File: src/rtl/dlwg_pkg.sv
// Shared types, constants and waveform tables of the dual LUT waveform generator.
`default_nettype none

package dlwg_pkg;

	// Table positions per waveform period; a power of two, so index arithmetic wraps naturally.
	localparam int unsigned NS        = 256;
	localparam int unsigned PEAK_HALF = 2047;

	localparam int unsigned IDX_W    = $clog2(NS);
	localparam int unsigned HALF_NS  = NS / 2;
	localparam int unsigned FULL     = 2 * PEAK_HALF;
	localparam int unsigned BASE_W   = $clog2(FULL + 1);
	localparam int unsigned SAMPLE_W = 12;
	localparam int unsigned AMP_W    = 7;
	localparam int unsigned PERIOD_W = 16;
	localparam int unsigned SHAPE_W  = 2;
	localparam int unsigned OFFSET_W = 8;
	localparam int unsigned CFG_IDX_W  = 3;
	localparam int unsigned CFG_DATA_W = 16;
	localparam int unsigned PROD_W   = BASE_W + AMP_W;

	localparam logic [SAMPLE_W-1:0] SAMPLE_MAX = '1;

	// Division by the percentage scale through a reciprocal; exact for every product of PROD_W bits.
	localparam int unsigned AMP_SCALE = 100;
	localparam int unsigned DIV_SHIFT = 26;
	localparam logic [DIV_SHIFT-1:0] DIV_RECIP =
		DIV_SHIFT'(((64'd1 << DIV_SHIFT) + 64'(AMP_SCALE) - 64'd1) / 64'(AMP_SCALE));
	localparam int unsigned SCALED_W = PROD_W + DIV_SHIFT;

	// Waveform codes
	localparam logic [SHAPE_W-1:0] SHAPE_SINE     = 2'd0;
	localparam logic [SHAPE_W-1:0] SHAPE_SQUARE   = 2'd1;
	localparam logic [SHAPE_W-1:0] SHAPE_TRIANGLE = 2'd2;

	// Configuration register indexes
	localparam logic [CFG_IDX_W-1:0] CFG_SHAPE_A     = 3'd0;
	localparam logic [CFG_IDX_W-1:0] CFG_AMPLITUDE_A = 3'd1;
	localparam logic [CFG_IDX_W-1:0] CFG_PERIOD_A    = 3'd2;
	localparam logic [CFG_IDX_W-1:0] CFG_SHAPE_B     = 3'd3;
	localparam logic [CFG_IDX_W-1:0] CFG_AMPLITUDE_B = 3'd4;
	localparam logic [CFG_IDX_W-1:0] CFG_PERIOD_B    = 3'd5;
	localparam logic [CFG_IDX_W-1:0] CFG_FOLLOW      = 3'd6;
	localparam logic [CFG_IDX_W-1:0] CFG_PHASE       = 3'd7;

	typedef struct packed {
		logic [SHAPE_W-1:0]  shape_a;
		logic [AMP_W-1:0]    amplitude_a;
		logic [PERIOD_W-1:0] period_a;
		logic [SHAPE_W-1:0]  shape_b;
		logic [AMP_W-1:0]    amplitude_b;
		logic [PERIOD_W-1:0] period_b;
		logic                follow_enable;
		logic [OFFSET_W-1:0] phase_offset;
	} cfg_t;

	// What one accepted item leaves for the datapath: lookup positions and step flags.
	typedef struct packed {
		logic [IDX_W-1:0] idx_a;
		logic [IDX_W-1:0] idx_b;
		logic             update_a;
		logic             update_b;
	} step_t;

	typedef logic [NS-1:0][BASE_W-1:0] wave_rom_t;

	// Q30 fixed-point constants for building the sine table.
	localparam logic [63:0] Q30_ONE     = 64'd1073741824;
	localparam logic [63:0] Q30_TWO_PI  = 64'd6746518852;
	localparam logic [63:0] Q30_PI      = 64'd3373259426;
	localparam logic [63:0] Q30_HALF_PI = 64'd1686629713;

	// One sine entry: angle folded into the first quadrant, then the first Taylor term and ten more, each truncated.
	function automatic logic [BASE_W-1:0] sine_entry(int unsigned m);
		logic [63:0] a;
		logic [63:0] a2;
		logic [63:0] term;
		logic [63:0] mix;
		logic [63:0] v;
		longint      sum;
		logic        neg;
		a   = (Q30_TWO_PI * 64'(m)) / 64'(NS);
		neg = 1'b0;
		if (a > Q30_PI) begin
			a   = (a >= Q30_TWO_PI) ? 64'd0 : Q30_TWO_PI - a;
			neg = 1'b1;
		end
		if (a > Q30_HALF_PI) begin
			a = (a >= Q30_PI) ? 64'd0 : Q30_PI - a;
		end
		a2   = (a * a) >> 30;
		term = a;
		sum  = longint'(a);
		for (int k = 1; k <= 10; k++) begin
			term = ((term * a2) >> 30) / 64'((2 * k) * (2 * k + 1));
			if ((k & 1) != 0) begin
				sum = sum - longint'(term);
			end else begin
				sum = sum + longint'(term);
			end
		end
		if (sum < 0) begin
			sum = 0;
		end
		if (sum > longint'(Q30_ONE)) begin
			sum = longint'(Q30_ONE);
		end
		mix = neg ? (Q30_ONE - 64'(sum)) : (Q30_ONE + 64'(sum));
		v   = (64'(PEAK_HALF) * mix + 64'd1024) >> 30;
		return v[BASE_W-1:0];
	endfunction

	function automatic wave_rom_t build_sine_rom();
		wave_rom_t rom;
		for (int unsigned i = 0; i < NS; i++) begin
			rom[i] = sine_entry(i);
		end
		return rom;
	endfunction

	function automatic wave_rom_t build_triangle_rom();
		wave_rom_t rom;
		for (int unsigned i = 0; i < NS; i++) begin
			if (i < HALF_NS) begin
				rom[i] = BASE_W'((FULL * i) / HALF_NS);
			end else begin
				rom[i] = BASE_W'((FULL * (NS - i)) / HALF_NS);
			end
		end
		return rom;
	endfunction

	localparam wave_rom_t SINE_ROM     = build_sine_rom();
	localparam wave_rom_t TRIANGLE_ROM = build_triangle_rom();

endpackage

`default_nettype wire

File: src/rtl/dlwg_cfg_regs.sv
// Configuration register file of the dual LUT waveform generator.
`default_nettype none

module dlwg_cfg_regs (
	input  wire logic                             clk,
	input  wire logic                             arst_n,
	input  wire logic                             cfg_write,
	input  wire logic [dlwg_pkg::CFG_IDX_W-1:0]   cfg_index,
	input  wire logic [dlwg_pkg::CFG_DATA_W-1:0]  cfg_data,
	output dlwg_pkg::cfg_t                        cfg
);

	dlwg_pkg::cfg_t cfg_q;

	always_ff @(posedge clk or negedge arst_n) begin
		if (!arst_n) begin
			cfg_q.shape_a       <= dlwg_pkg::SHAPE_SINE;
			cfg_q.amplitude_a   <= dlwg_pkg::AMP_W'(dlwg_pkg::AMP_SCALE);
			cfg_q.period_a      <= dlwg_pkg::PERIOD_W'(624);
			cfg_q.shape_b       <= dlwg_pkg::SHAPE_SINE;
			cfg_q.amplitude_b   <= dlwg_pkg::AMP_W'(dlwg_pkg::AMP_SCALE);
			cfg_q.period_b      <= dlwg_pkg::PERIOD_W'(624);
			cfg_q.follow_enable <= 1'b0;
			cfg_q.phase_offset  <= '0;
		end else if (cfg_write) begin
			unique case (cfg_index)
				dlwg_pkg::CFG_SHAPE_A:     cfg_q.shape_a       <= cfg_data[dlwg_pkg::SHAPE_W-1:0];
				dlwg_pkg::CFG_AMPLITUDE_A: cfg_q.amplitude_a   <= cfg_data[dlwg_pkg::AMP_W-1:0];
				dlwg_pkg::CFG_PERIOD_A:    cfg_q.period_a      <= cfg_data[dlwg_pkg::PERIOD_W-1:0];
				dlwg_pkg::CFG_SHAPE_B:     cfg_q.shape_b       <= cfg_data[dlwg_pkg::SHAPE_W-1:0];
				dlwg_pkg::CFG_AMPLITUDE_B: cfg_q.amplitude_b   <= cfg_data[dlwg_pkg::AMP_W-1:0];
				dlwg_pkg::CFG_PERIOD_B:    cfg_q.period_b      <= cfg_data[dlwg_pkg::PERIOD_W-1:0];
				dlwg_pkg::CFG_FOLLOW:      cfg_q.follow_enable <= cfg_data[0];
				dlwg_pkg::CFG_PHASE:       cfg_q.phase_offset  <= cfg_data[dlwg_pkg::OFFSET_W-1:0];
				default: begin
				end
			endcase
		end
	end

	assign cfg = cfg_q;

endmodule

`default_nettype wire

File: src/rtl/dlwg_sequencer.sv
// Tick counters and table indexes of both channels, stepped once per accepted item.
`default_nettype none

module dlwg_sequencer (
	input  wire logic       clk,
	input  wire logic       arst_n,
	input  wire logic       accept,
	input  wire logic       restart,
	input  dlwg_pkg::cfg_t  cfg,
	output dlwg_pkg::step_t step
);

	logic [dlwg_pkg::PERIOD_W-1:0] count_a_q;
	logic [dlwg_pkg::PERIOD_W-1:0] count_b_q;
	logic [dlwg_pkg::IDX_W-1:0]    idx_a_q;
	logic [dlwg_pkg::IDX_W-1:0]    idx_b_q;

	logic [dlwg_pkg::PERIOD_W-1:0] count_a_next;
	logic [dlwg_pkg::PERIOD_W-1:0] count_b_next;
	logic [dlwg_pkg::IDX_W-1:0]    idx_a_next;
	logic [dlwg_pkg::IDX_W-1:0]    idx_b_next;
	logic [dlwg_pkg::PERIOD_W-1:0] period_b_eff;
	logic                          hit_a;
	logic                          hit_b;

	always_comb begin
		// In follow mode channel B keeps its own counter but runs at channel A's rate.
		period_b_eff = cfg.follow_enable ? cfg.period_a : cfg.period_b;
		hit_a = (count_a_q >= cfg.period_a);
		hit_b = (count_b_q >= period_b_eff);

		if (restart) begin
			count_a_next = '0;
			count_b_next = '0;
			idx_a_next   = '0;
			idx_b_next   = '0;
			step.update_a = 1'b0;
			step.update_b = 1'b0;
		end else begin
			count_a_next = hit_a ? '0 : count_a_q + 1'b1;
			count_b_next = hit_b ? '0 : count_b_q + 1'b1;
			idx_a_next   = hit_a ? idx_a_q + 1'b1 : idx_a_q;
			idx_b_next   = hit_b ? idx_b_q + 1'b1 : idx_b_q;
			step.update_a = hit_a;
			step.update_b = hit_b;
		end

		step.idx_a = idx_a_next;
		// The table size is a power of two, so truncating the offset takes it modulo the size.
		step.idx_b = cfg.follow_enable ?
			idx_b_next - dlwg_pkg::IDX_W'(cfg.phase_offset) : idx_b_next;
	end

	always_ff @(posedge clk or negedge arst_n) begin
		if (!arst_n) begin
			count_a_q <= '0;
			count_b_q <= '0;
			idx_a_q   <= '0;
			idx_b_q   <= '0;
		end else if (accept) begin
			count_a_q <= count_a_next;
			count_b_q <= count_b_next;
			idx_a_q   <= idx_a_next;
			idx_b_q   <= idx_b_next;
		end
	end

endmodule

`default_nettype wire

File: src/rtl/dlwg_shaper.sv
// Base waveform lookup for one channel, multiplied by the amplitude percentage.
`default_nettype none

module dlwg_shaper (
	input  wire logic [dlwg_pkg::SHAPE_W-1:0] shape,
	input  wire logic [dlwg_pkg::AMP_W-1:0]   amplitude,
	input  wire logic [dlwg_pkg::IDX_W-1:0]   idx,
	output logic      [dlwg_pkg::PROD_W-1:0]  product
);

	logic [dlwg_pkg::BASE_W-1:0] base;

	always_comb begin
		case (shape)
			dlwg_pkg::SHAPE_SINE:     base = dlwg_pkg::SINE_ROM[idx];
			dlwg_pkg::SHAPE_SQUARE:   base = (idx < dlwg_pkg::IDX_W'(dlwg_pkg::HALF_NS)) ?
				dlwg_pkg::BASE_W'(dlwg_pkg::FULL) : '0;
			dlwg_pkg::SHAPE_TRIANGLE: base = dlwg_pkg::TRIANGLE_ROM[idx];
			default:                  base = '0;
		endcase
		product = dlwg_pkg::PROD_W'(base) * dlwg_pkg::PROD_W'(amplitude);
	end

endmodule

`default_nettype wire

File: src/rtl/dlwg_scaler.sv
// Divides a scaled sample by the percentage scale and saturates it to the DAC range.
`default_nettype none

module dlwg_scaler (
	input  wire logic [dlwg_pkg::PROD_W-1:0]   product,
	output logic      [dlwg_pkg::SAMPLE_W-1:0] sample
);

	logic [dlwg_pkg::SCALED_W-1:0] scaled;
	logic [dlwg_pkg::PROD_W-1:0]   quotient;

	always_comb begin
		// The reciprocal is rounded up; the error stays below one hundredth over the input range.
		scaled   = dlwg_pkg::SCALED_W'(product) * dlwg_pkg::SCALED_W'(dlwg_pkg::DIV_RECIP);
		quotient = dlwg_pkg::PROD_W'(scaled >> dlwg_pkg::DIV_SHIFT);
		sample   = (quotient > dlwg_pkg::PROD_W'(dlwg_pkg::SAMPLE_MAX)) ?
			dlwg_pkg::SAMPLE_MAX : quotient[dlwg_pkg::SAMPLE_W-1:0];
	end

endmodule

`default_nettype wire

File: src/rtl/dual_lut_waveform_generator.sv
// Top level of the two-channel lookup-table waveform generator.
//
// Each accepted item is one sample-clock tick (or a restart) and yields exactly one result item
// carrying both channels' DAC codes and step flags. The block takes one item every cycle while
// results are taken; the tick counters and indexes step as the item is taken into the first
// stage, the waveform lookup and amplitude multiply fill the second stage, and the divide by
// one hundred with saturation fills the output register. Each stage moves on its own, so an
// empty stage still takes work while a finished result waits. The sine and triangle tables are
// constant logic computed at elaboration, so there is no loading or clearing after reset.
`default_nettype none

module dual_lut_waveform_generator (
	input  wire logic                               clk,
	input  wire logic                               arst_n,
	input  wire logic                               cfg_write,
	input  wire logic [dlwg_pkg::CFG_IDX_W-1:0]     cfg_index,
	input  wire logic [dlwg_pkg::CFG_DATA_W-1:0]    cfg_data,
	input  wire logic                               in_valid,
	output logic                                    in_ready,
	input  wire logic                               restart,
	output logic                                    out_valid,
	input  wire logic                               out_ready,
	output logic      [dlwg_pkg::SAMPLE_W-1:0]      sample_a,
	output logic      [dlwg_pkg::SAMPLE_W-1:0]      sample_b,
	output logic                                    update_a,
	output logic                                    update_b
);

	dlwg_pkg::cfg_t  cfg;
	dlwg_pkg::step_t step;

	logic accept;
	logic ready_s2;
	logic ready_s3;

	logic                          valid_s1;
	dlwg_pkg::step_t               step_s1;
	logic                          valid_s2;
	logic [dlwg_pkg::PROD_W-1:0]   prod_a_s2;
	logic [dlwg_pkg::PROD_W-1:0]   prod_b_s2;
	logic                          update_a_s2;
	logic                          update_b_s2;
	logic                          valid_s3;
	logic [dlwg_pkg::SAMPLE_W-1:0] sample_a_s3;
	logic [dlwg_pkg::SAMPLE_W-1:0] sample_b_s3;
	logic                          update_a_s3;
	logic                          update_b_s3;

	logic [dlwg_pkg::PROD_W-1:0]   prod_a;
	logic [dlwg_pkg::PROD_W-1:0]   prod_b;
	logic [dlwg_pkg::SAMPLE_W-1:0] sample_a_div;
	logic [dlwg_pkg::SAMPLE_W-1:0] sample_b_div;
	logic [dlwg_pkg::SHAPE_W-1:0]  shape_b_eff;
	logic [dlwg_pkg::AMP_W-1:0]    amplitude_b_eff;

	assign ready_s3 = !valid_s3 || out_ready;
	assign ready_s2 = !valid_s2 || ready_s3;
	assign in_ready = !valid_s1 || ready_s2;
	assign accept   = in_valid && in_ready;

	dlwg_cfg_regs u_cfg_regs (
		.clk       (clk),
		.arst_n    (arst_n),
		.cfg_write (cfg_write),
		.cfg_index (cfg_index),
		.cfg_data  (cfg_data),
		.cfg       (cfg)
	);

	dlwg_sequencer u_sequencer (
		.clk     (clk),
		.arst_n  (arst_n),
		.accept  (accept),
		.restart (restart),
		.cfg     (cfg),
		.step    (step)
	);

	// In follow mode channel B draws channel A's waveform.
	assign shape_b_eff     = cfg.follow_enable ? cfg.shape_a : cfg.shape_b;
	assign amplitude_b_eff = cfg.follow_enable ? cfg.amplitude_a : cfg.amplitude_b;

	dlwg_shaper u_shaper_a (
		.shape     (cfg.shape_a),
		.amplitude (cfg.amplitude_a),
		.idx       (step_s1.idx_a),
		.product   (prod_a)
	);

	dlwg_shaper u_shaper_b (
		.shape     (shape_b_eff),
		.amplitude (amplitude_b_eff),
		.idx       (step_s1.idx_b),
		.product   (prod_b)
	);

	dlwg_scaler u_scaler_a (
		.product (prod_a_s2),
		.sample  (sample_a_div)
	);

	dlwg_scaler u_scaler_b (
		.product (prod_b_s2),
		.sample  (sample_b_div)
	);

	always_ff @(posedge clk or negedge arst_n) begin
		if (!arst_n) begin
			valid_s1 <= 1'b0;
			valid_s2 <= 1'b0;
			valid_s3 <= 1'b0;
		end else begin
			if (in_ready) begin
				valid_s1 <= in_valid;
			end
			if (ready_s2) begin
				valid_s2 <= valid_s1;
			end
			if (ready_s3) begin
				valid_s3 <= valid_s2;
			end
		end
	end

	always_ff @(posedge clk) begin
		if (accept) begin
			step_s1 <= step;
		end
		if (ready_s2 && valid_s1) begin
			prod_a_s2   <= prod_a;
			prod_b_s2   <= prod_b;
			update_a_s2 <= step_s1.update_a;
			update_b_s2 <= step_s1.update_b;
		end
		if (ready_s3 && valid_s2) begin
			sample_a_s3 <= sample_a_div;
			sample_b_s3 <= sample_b_div;
			update_a_s3 <= update_a_s2;
			update_b_s3 <= update_b_s2;
		end
	end

	assign out_valid = valid_s3;
	assign sample_a  = sample_a_s3;
	assign sample_b  = sample_b_s3;
	assign update_a  = update_a_s3;
	assign update_b  = update_b_s3;

endmodule

`default_nettype wire

File: config.mk
export PLATFORM = sky130hd
export DESIGN_NAME = dual_lut_waveform_generator
export DESIGN_NICKNAME = d
export VERILOG_FILES = /design/src/rtl/dlwg_pkg.sv /design/src/rtl/dlwg_cfg_regs.sv /design/src/rtl/dlwg_sequencer.sv /design/src/rtl/dlwg_shaper.sv /design/src/rtl/dlwg_scaler.sv /design/src/rtl/dual_lut_waveform_generator.sv
export SDC_FILE = /design/constraint.sdc
export NUM_CORES = 2
export LEC_CHECK = 0
export BUFFER_PORTS_ARGS = -buffer_cell sky130_fd_sc_hd__buf_2
export CAP_MARGIN = 10
export CORE_ASPECT_RATIO = 1.4
export CORE_MARGIN = 2
export CORE_UTILIZATION = 35
export DETAILED_ROUTE_END_ITERATION = 12
export PLACE_DENSITY = 0.51
export SLEW_MARGIN = 40
export SYNTH_ARGS = -nofsm -noshare
export SYNTH_HDL_FRONTEND = slang
export SYNTH_SLANG_ARGS = --single-unit
File: constraint.sdc
create_clock -name clk -period 19.1 [get_ports clk]
set_input_delay 0.955 -clock clk [delete_from_list [all_inputs] [get_ports clk]]
set_output_delay 0.955 -clock clk [all_outputs]
set_load 0.1 [all_outputs]
---- Word level (Yosys, flattened, before mapping) ----
Memories as Yosys holds them, arrays and structs flattened. A register that Yosys moved wholly into a read port is not among the register bits.
Cells that the tools add are included.
cells by class
  equal/unequal tests ..................... 11
  muxes and demuxes ....................... 24
  $mul .................................... 4
  reductions and logical operators ........ 20
  add/sub/neg operators ................... 5
  order comparisons ....................... 8
operators with widths
  kind                                                              number
  2-to-1 mux 16 bit                                                 5
  multiplier 19 x 20 -> 39 bit (second input constant)              2
  2-to-1 mux 12 bit                                                 6
  2-to-1 mux 8 bit                                                  9
  case mux 12 bit (3 select lines)                                  2
  multiplier 12 x 7 -> 19 bit                                       2
  adder 16 x 1 -> 16 bit (second input constant)                    2
  >= comparator 16 bit                                              2
  greater-than comparator 13 x 12 -> 1 bit (second input constant)  2
  less-than comparator 8 x 9 -> 1 bit (second input constant)       2
  adder 8 x 1 -> 8 bit (second input constant)                      2
  less-than comparator 8 bit (second input constant)                2
  AND reduction 2 bit                                               8
  equality test 3 bit (second input constant)                       4
  subtractor 8 bit                                                  1
  2-to-1 mux 7 bit                                                  1
  equality test 3 x 2 -> 1 bit (second input constant)              2
  equality test 2 x 1 -> 1 bit (second input constant)              2
  equality test 2 bit (second input constant)                       2
  zero test 2 bit                                                   2
  equality test 3 x 1 -> 1 bit (second input constant)              1
  logical AND 1 bit                                                 3
  zero test 1 bit                                                   3
  zero test 3 bit                                                   1
  2 further kinds                                                   4
storage, ports and cells
  output and inout bits ................... 28
  register bits after elaboration ......... 194
  memories ................................ 4
  memory bits (read-only) ................. 12288
  input bits .............................. 25
  logic and storage cells ................. 103
memory list
  name             depth  bits a word  rd ports  clocked after memory_dff  write ports  line               text
  (no name shown)  256    12           1         1                         0            dlwg_shaper.sv:18  dlwg_pkg::SHAPE_TRIANGLE: base = dlwg_pkg::TRIANGLE_ROM[idx];
  (no name shown)  256    12           1         1                         0            dlwg_shaper.sv:15  dlwg_pkg::SHAPE_SINE: base = dlwg_pkg::SINE_ROM[idx];
  (no name shown)  256    12           1         1                         0            dlwg_shaper.sv:15
  (no name shown)  256    12           1         1                         0            dlwg_shaper.sv:18

---- Logic depth before layout (Yosys ltp) ----
  depth after elaboration ................. 7
  depth in mapped cells ................... 33
  mapped depth without buffers ............ 25

---- Hierarchy ----
Synthesis repeated with hierarchy kept, for this count alone.
second synthesis, totals
  cells, all modules ...................... 3851
  area, all modules ....................... 34942.3 um^2
by module, submodules not included
  module                       cells each  seq. area each (um^2)  instances  area each (um^2)
  dlwg_shaper (u_shaper_a)     896         0.0                    1          6622.6
  dlwg_scaler (u_scaler_b)     687         0.0                    1          6413.7
  dlwg_scaler (u_scaler_a)     681         0.0                    1          6319.8
  dlwg_shaper (u_shaper_b)     865         0.0                    1          6263.5
  dlwg_sequencer               482         1201.2                 1          4150.2
  dual_lut_waveform_generator  106         2597.5                 1          2803.9
  dlwg_cfg_regs                134         1493.9                 1          2368.5

---- Worst setup path before layout ----
OpenSTA, ideal clock, no wires.
  path type ............................... reg2reg
  start ................................... reg u_cfg_regs.cfg_q (netlist bit u_cfg_regs.cfg[8])
  end ..................................... reg (tool-made name)
  path slack .............................. 12.142 ns
  path buffers ............................ 7
  clock period less this slack ............ 6.958 ns
  setup time .............................. 0.122 ns
  data arrival time ....................... 6.836 ns
  stages on the path, launching flop included .. 27
  required time ........................... 18.978 ns
  cell sequence ........................... dfrtp_1 clkbuf_1 buf_1 clkbuf_1 buf_1 mux2i_1 ha_1 nand2_1 or3_1 o21ai_1 buf_2 nor2_2 xnor2_1 nand2b_1 ha_1 fa_1 nand2b_1 o311ai_2 mux2i_2 clkbuf_1 ha_1 clkbuf_1 nor2_1 o32a_1 a221oi_1 o21ai_0 a311o_1
RTL lines
  what                line                 text
  start: declaration  dlwg_cfg_regs.sv:13  dlwg_pkg::cfg_t cfg_q;

==> results_dict.tcl <==
set metrics [dict create \
    grt_overflow 0 \
    dp_slack_ns 11.83 \
    die_h_um 376.4 \
    core_area_um2 98180 \
    rrSetupSlack_ns 11.66 \
    drv_slew 0 \
    syn-num-nets 4840 \
    setup.worst_path.end_class "register" \
    drv_cap 0 \
    fin_crit_ns 7.435 \
    ys_warn_count 0 \
    cts_inserted_buffers 29 \
    mappedNetlistArea_um2 34670 \
    num_vias 28230 \
    clk_pin_slew_ns 0.06 \
    root_buffer "clkbuf_16" \
    fp.dieW_um 270.0 \
    antenna_found_initial 7 \
    ys_seq_area_share_pct 17.69 \
    tightest_slew_ns 0.8458 \
    synth_top_area_cell "fa_1" \
    drt-pass1-iter-count 5 \
    crit_path_start_kind "register" \
    hold_path.class "in2async" \
    dp_hpwl_um 79970 \
    drive_above_1_share_pct 7.308 \
    cts_resized 0 \
    ctsHoldBuffers 0 \
    crit_fanout 31 \
    cts.path.max_buffers 3 \
    port_buffers 52 \
    synth-seq-cells 236 \
    drc 0 \
    area_growth_syn_to_layout_pct 6.879 \
    cts_sinks 236 \
    grt_usage_pct 20.37 \
    crit_required_ns 19.63 \
    slew_headroom_pct 43.61 \
    setup_viol 0 \
    critPathLaunch "u_cfg_regs.cfg[8]$_DFFE_PN0P_" \
    finalWirelength_um 103800 \
    cts_tree "done" \
    grt_pass1_vias 28990 \
    ant_nets 0 \
    period_share_pct 38.93 \
    setup_tns_ns 0 \
    synth.area.top_cells "fa_1, ha_1, edfxtp_1, dfrtp_1, inv_1" \
    hold_viol 0 \
    num_io_pins 53 \
    arrival_ns 7.97 \
    avgSynthCellArea_um2 8.695 \
    grt_max_degree 81 \
    clk_latency_ns 0.62 \
    synth_cell_types 104 \
    synth_edf_count 84 \
    fin_area_um2 37050 \
    path_class "reg2reg" \
    post-cts-setup-buffer-count 0 \
    gp_congestion 0.9583 \
    r2r_start "u_cfg_regs.cfg[8]$_DFFE_PN0P_" \
    die-area_um2 101600 \
    nets 4771 \
    rsz0062_at_grt "no" \
    htreeDepth 1 \
    async_reset_ff_share_pct 46.61 \
    place_area_um2 36090 \
    initial_core_util_pct 35.31 \
    wl_per_cell_um 19.76 \
    grt_first_pass_wirelength_um 165100 \
    synthCells 3987 \
    ff2ff_path_depth 26 \
    viasPerCell 5.374 \
    initialDrtViolationCount 2256 \
    skew_ns 0.01968 \
    max_freq_mhz 134.5 \
    ys.flop_type "dfrtp_1" \
    status "complete, no violations" \
    num_rows 136 \
    layout_setup_ws_ns 11.66 \
    synth_top_area_share_pct 20.15 \
]
per-stage QoR:
step	utilization [%]	std cells	hold slack [ns]
2_1_floorplan	-	3987	0.4003
3_3_place_gp	36.72	5196	0.4044
3_5_place_dp	36.75	5198	0.4075
4_1_cts	37.71	5252	0.3910
5_1_grt	37.73	5253	0.4254
6_report	37.74	5254	0.3972
cells in the final DEF, fill, tap and decap left out, types with 42 or more instances in the layout:
master	Yosys	final
nor2_1	243	240
o211ai_1	54	54
and2_1	54	53
a21o_1	45	45
a21oi_1	225	225
ha_1	479	478
mux2_2	59	59
inv_1	636	636
xnor2_1	48	47
o21ai_0	217	213
nor3_1	62	61
edfxtp_1	84	84
dfxtp_1	42	42
nand2_1	388	388
buf_4	7	46
fa_1	349	349
buf_2	57	51
dfrtp_1	96	94
nand3_1	81	81
synthesized netlist by cell type (36+ instances only):
master / count
edfxtp_1: 84
nand2_1: 388
nand3_1: 81
a21oi_1: 225
fa_1: 349
buf_2: 57
nor2_1: 243
a31oi_1: 39
xor2_1: 36
dfxtp_1: 42
o211ai_1: 54
o21ai_0: 217
and2_1: 54
inv_1: 636
xnor2_1: 48
mux2i_1: 41
nor3_1: 62
a21o_1: 45
clkbuf_1: 113
dfrtp_1: 96
mux2_2: 59
ha_1: 479
critical path, cell delays in order (launching register included):
cell and delay [ns]:
dfrtp_2 0.46, buf_4 0.44, mux2_2 0.40, ha_1 0.28
nor2b_1 0.11, o21ai_1 0.08, a21oi_1 0.23, o21ai_1 0.11
buf_4 0.19, nor2_2 0.40, xnor2_1 0.24, nand2b_1 0.10
ha_1 0.27, inv_1 0.07, nand2_1 0.08, nand2_1 0.11
or3_1 0.10, mux2i_1 0.06, or3_2 0.71, ha_1 0.70
buf_4 0.31, nor2_2 0.16, nor3_1 0.52, a211oi_1 0.14
o311ai_0 0.54, o21ai_0 0.26, a2bb2oi_1 0.22
cell type report:
cell class              count  area, um^2
repair buffers            100       634.4
well taps                1311        1640
flip-flops and latches    236        6136
clock buffers              41       843.3
inverters                 641        2410
clock inverters            13       95.09
diodes                      2       5.005
multi-input cells        2910       25290
fillers                 10130       61130
cells by family (layout without fill, tap and decap cells):
logic type	count (synthesis)	count (layout)	share of synthesized area, %
flip-flops	236	236	17.69
adder cells (fa/ha/maj)	828	828	37.44
other	0	2	0
XOR/XNOR	85	85	2.169
AND/OR/NAND/NOR	997	997	13.20
buffers and inverters	841	795	9.572
multiplexers	103	103	3.223
AO/OA/AOI/OAI	897	897	16.70
worst min path at each step:
| stage | startpoint | to | slack (ns) | cells past startpoint |
|---|---|---|---|---|
| finish | arst_n | valid_s2$_DFFE_PN0P_ | 0.40 | 1 |
| global route | arst_n | valid_s1$_DFFE_PN0N_ | 0.43 | 1 |
| CTS | arst_n | u_cfg_regs.cfg[3]$_DFFE_PN0P_ | 0.39 | 1 |
| detailed placement | step_s1[0]$_SDFFCE_PP0P_ | update_b_s2$_DFFE_PP_ | 0.41 | 0 |
| global placement | step_s1[0]$_SDFFCE_PP0P_ | update_b_s2$_DFFE_PP_ | 0.40 | 0 |
| floorplan | update_a_s2$_DFFE_PP_ | update_a$_DFFE_PP_ | 0.40 | 0 |
per-layer routing:
metal / global-route usage [%] / vias to the layer above / wire length (um)
met4: 9.539 / 4 / 5409
met2: 35.86 / 929 / 50970
met5: 0 / - / 30
li1: - / 13420 / -
met1: 25.12 / 13590 / 42370
met3: 1.771 / 294 / 5031
Power is not shown: default switching activity piles up to over one toggle a cycle in this logic, so the estimate is an artifact.
